### config.mk
export PLATFORM = sky130hd
export DESIGN_NAME = istm_queue
export DESIGN_NICKNAME = d
export VERILOG_FILES = /design/src/design/istm_queue.sv
export SDC_FILE = /design/constraint.sdc
export NUM_CORES = 1
export LEC_CHECK = 0
export ABC_AREA = 1
export ABC_CLOCK_PERIOD_IN_PS = 2360
export BUFFER_PORTS_ARGS = -buffer_cell sky130_fd_sc_hd__buf_2
export CAP_MARGIN = 15
export CORE_MARGIN = 2
export CORE_UTILIZATION = 60
export CTS_CLUSTER_SIZE = 14
export DETAILED_ROUTE_END_ITERATION = 10
export GPL_TIMING_DRIVEN = 0
export PLACE_DENSITY = 0.81
export SYNTH_ARGS = -nofsm -noshare
export SYNTH_HDL_FRONTEND = slang
export SYNTH_SLANG_ARGS = --single-unit
### constraint.sdc
create_clock -name clk -period 2.36 [get_ports clk]
set_input_delay 0.118 -clock clk [delete_from_list [all_inputs] [get_ports clk]]
set_output_delay 0.118 -clock clk [all_outputs]
set_load 0.05 [all_outputs]
### src/design/istm_queue.sv
// short request queue between the front and back pipelines
`timescale 1ns / 1ps

module istm_queue #(
    parameter int WIDTH = 8,
    parameter int DEPTH = 4
) (
    input  logic             clk,
    input  logic             rst_n,
    input  logic             push,
    input  logic [WIDTH-1:0] din,
    input  logic             pop,
    output logic [WIDTH-1:0] dout,
    output logic             full,
    output logic             empty
);

    localparam int AW = $clog2(DEPTH);

    logic [WIDTH-1:0] mem [DEPTH];
    logic [AW-1:0]    wr_ptr_reg;
    logic [AW-1:0]    rd_ptr_reg;
    logic [AW:0]      count_reg;
    logic [AW-1:0]    wr_ptr_next;
    logic [AW-1:0]    rd_ptr_next;

    always_comb
    begin
        wr_ptr_next = (wr_ptr_reg == AW'(DEPTH - 1)) ? '0 : wr_ptr_reg + AW'(1);
        rd_ptr_next = (rd_ptr_reg == AW'(DEPTH - 1)) ? '0 : rd_ptr_reg + AW'(1);
    end

    always_ff @(posedge clk)
    begin
        if (push)
            mem[wr_ptr_reg] <= din;
    end

    always_ff @(posedge clk or negedge rst_n)
    begin
        if (!rst_n)
        begin
            wr_ptr_reg <= '0;
            rd_ptr_reg <= '0;
            count_reg  <= '0;
        end
        else
        begin
            if (push)
                wr_ptr_reg <= wr_ptr_next;
            if (pop)
                rd_ptr_reg <= rd_ptr_next;
            if (push && !pop)
                count_reg <= count_reg + (AW+1)'(1);
            else if (pop && !push)
                count_reg <= count_reg - (AW+1)'(1);
        end
    end

    assign dout  = mem[rd_ptr_reg];
    assign full  = count_reg == (AW+1)'(DEPTH);
    assign empty = count_reg == '0;

endmodule

==> run summary <==
OUTCOME
-----------------------------------------------------------------------------------------
Outcome                                                                      complete, no violations

PLACEMENT
-----------------------------------------------------------------------------------------
Placer's final routability congestion estimate                                      0.735
Placed Cells incl. Taps                                                               196
HPWL reported at the end of detailed placement                               2040 microns
Instance area after placement                                                  1850 sq um
I/O Buffers                                                                            21

GRT
-----------------------------------------------------------------------------------------
Largest net degree at the start of global routing                                      13
Via count of the first global-routing pass                                          1,060
Antenna violations before repair                                                        0
Remaining global-route overflow                                                         0
Combined global-route utilization of all metal layers                               21.6%
Wire length of the first global-routing pass                                 5060 microns

ROUTING
-----------------------------------------------------------------------------------------
Mean routed wirelength per cell                                              14.4 microns
Total routed wirelength                                                      3080 microns
DRC errors left                                                                         0
Antenna Nets Post-Route                                                                 0
Drt pass-1 iters                                                                        4
Detailed Route Iter0 Violations                                                        61
Vias post-DR                                                                        1,092
DR vias/cell                                                                         5.10

CTS
-----------------------------------------------------------------------------------------
Clock root buffer master                                                     sky130_fd_sc_hd__clkbuf_4
Number of H-tree branching levels                                                       2
Clock-pin transition on the worst setup and hold timing paths                     0.11 ns
Skew-Pair Late Insertion Delay                                                    0.34 ns
Buffer depth of the longest clock path                                                  2
Clock buffer count from CTS                                                             5
Clock tree from TritonCTS                                                             yes
Cells resized by post-CTS repair                                                        0
Num Clock Sinks                                                                        39

SETUP PATH
-----------------------------------------------------------------------------------------
Kind of start point of the critical path                                             flop
Count of cells along the worst register-to-register path                                4
Category of the worst setup path capture point                                output port
Data arrival time of the worst path                                               1.54 ns
Maximum fanout encountered on the critical timing path                                  9
Crit path required time                                                           2.24 ns
Critical setup path kind                                                     flop to output port

SYNTHESIS
-----------------------------------------------------------------------------------------
Cell with the most instances after synthesis                                 sky130_fd_sc_hd__nand2_1
Top cell type's share of synthesized area                                           56.4%
Nets in the synthesized netlist                                                       163
Number of flops mapped to enable cells by yosys                                        32
Post-synthesis instance total                                                         144
Commonest cells in the synthesized netlist                                   sky130_fd_sc_hd__nand2_1 (38), sky130_fd_sc_hd__edfxtp_1 (32), sky130_fd_sc_hd__inv_1 (27), sky130_fd_sc_hd__o211ai_1 (16), sky130_fd_sc_hd__dfrtp_1 (7)
Post-synth cell types                                                                  17
Cell taking the most area after synthesis                                    sky130_fd_sc_hd__edfxtp_1
Proportion of register bits with asynchronous set or reset after synthesis          17.9%
Synth warnings                                                                          0
Sequential area share after synthesis                                               66.7%
Number of flip-flops and latches in the synthesized netlist                            39
Syn Std Cell Area                                                              1700 sq um
Average cell area after synthesis                                              11.8 sq um
Leading cell types by total area after synthesis                             sky130_fd_sc_hd__edfxtp_1 (56%), sky130_fd_sc_hd__dfrtp_1 (10%), sky130_fd_sc_hd__nand2_1 (8.4%), sky130_fd_sc_hd__o211ai_1 (7.1%), sky130_fd_sc_hd__inv_1 (6.0%)
Synth Flop Type                                                              sky130_fd_sc_hd__edfxtp_1

FLOORPLAN
-----------------------------------------------------------------------------------------
Area enclosed by the die boundary                                              3280 sq um
Die H                                                                        57.3 microns
Placeable core area                                                            2730 sq um
Rows                                                                                   19
I/O Pins                                                                               22
Initial Util                                                                        62.3%
Die W                                                                        57.3 microns

CELLS AND AREA
-----------------------------------------------------------------------------------------
Largest register FFs                                                                   32
Non-filler cells, final                                                               214
Layout cell share with drive strength beyond 1                                      18.6%
Layout Nets                                                                           201
Core occupancy in the finished layout                                               74.9%
Total non-filler cell area in the finished layout                              2050 sq um
Layout overhead on the synthesized area                                             20.3%
ANT cells                                                                               0

HOLD PATH
-----------------------------------------------------------------------------------------
Hold Path Stages                                                                        2
Kind of path behind the tightest hold check                                  input port to flop

POWER
-----------------------------------------------------------------------------------------
Areal power density over the cells                                           1300 nW/um^2
Static Leakage                                                                0.000934 uW
Worst IR drop on VDD                                                              1.02 mV
Total power consumption of the routed design                                      2660 uW

STA
-----------------------------------------------------------------------------------------
Final worst path period need                                                      1.66 ns
Final Skew                                                                     0.00528 ns
Hold violation total from the final report                                              0
Max Clk Rate                                                                    0.603 GHz
Total Neg Setup Slack                                                                0 ns
Remaining max-slew budget at the tightest pin                                       74.0%
Final clock period utilization by the worst path                                    70.3%
Final number of max-transition violations                                               0
RSZ-0062 raised after global routing                                                   no
Slew at the pin with the worst max-slew slack                                    0.389 ns
Count of endpoints failing setup in the final report                                    0

JOB
-----------------------------------------------------------------------------------------
Maximum capacitance violations                                                          0

[power by group]
part	total (uW)	leakage [uW]	internal (uW)	switching, uW
registers	997	0.000378	914	83.4
clock network	539	0.0000525	331	208
logic	1120	0.000503	314	805
total	2660	0.000934	1560	1100
[layout by cell type (no fill, tap or decap), drive strengths merged]
cell type	n
o211ai	16
o21ai	4
nor2	1
dlygate4sd3	10
nand3	1
a21oi	1
buf	25
edfxtp	32
xnor2	1
nand4	1
nand2	38
inv	29
ha	6
fa	1
bufinv	2
nor3	2
dfrtp	7
clkbuf	6
[layout make-up]
type	count	area [sq um]
Buffer	4	41.3
Multi-Input combinational cell	72	417
Inverter	29	109
Clock buffer	6	41.3
Timing Repair Buffer	31	205
Tap cell	31	38.8
Clock inverter	2	60.1
Fill cell	185	686
Sequential cell	39	1140
[routing by layer]
layer	part of all wire (%)	up-vias	GRT usage (%)	wire length, microns
met5	0	-	0	0
met4	1.4	0	6.98	42
met3	4.8	5	7.03	148
met2	50	29	35.5	1550
met1	43	499	27.4	1330
li1	-	559	-	-
[through the flow]
step / worst slack, ns / hold WS, ns
5_1_grt: 0.587 / 0.0656
2_1_floorplan: 0.720 / -0.178
4_1_cts: 0.694 / 0.00454
3_3_place_gp: 1.03 / -0.0439
3_5_place_dp: 1.00 / -0.0380
6_report: 0.701 / 0.0530
[critical path, stage by stage, from the launching register on]
cell,delay [ns]
sky130_fd_sc_hd__dfrtp_1,0.40
sky130_fd_sc_hd__buf_4,0.18
sky130_fd_sc_hd__inv_2,0.16
sky130_fd_sc_hd__o211ai_1,0.11
sky130_fd_sc_hd__nand2_1,0.09
sky130_fd_sc_hd__buf_2,0.27
[final timing paths]
kind | to | slack, ns | startpoint
hold reg to reg | count_reg[2] | 0.52 | count_reg[2]
min in group asynchronous | wr_ptr_reg[0] | 0.13 | rst_n
setup reg to reg | mem[0][2] | 1.01 | wr_ptr_reg[0]
hold / removal | wr_ptr_reg[0] | 0.05 | push
max in group asynchronous | count_reg[1] | 2.07 | rst_n
setup / recovery | dout[6] | 0.70 | rd_ptr_reg[1]
[logic make-up after synthesis]
group	after synthesis	synth area share, %
adders and majority gates	7	5.58
xor gates and xnor gates	1	0.514
buffers and inverters	33	8.82
AOI/OAI and AO/OA	21	8.52
DFF	39	66.7
and+or+nand+nor	43	9.85
[repair_timing]
item	in CTS	in global routing
setup endpoints to repair	0	0
endpoints found under the hold margin	36	2
setup buffers	0	0
hold buffers	9	1
No activity file was read; power rests on OpenSTA's default activity.
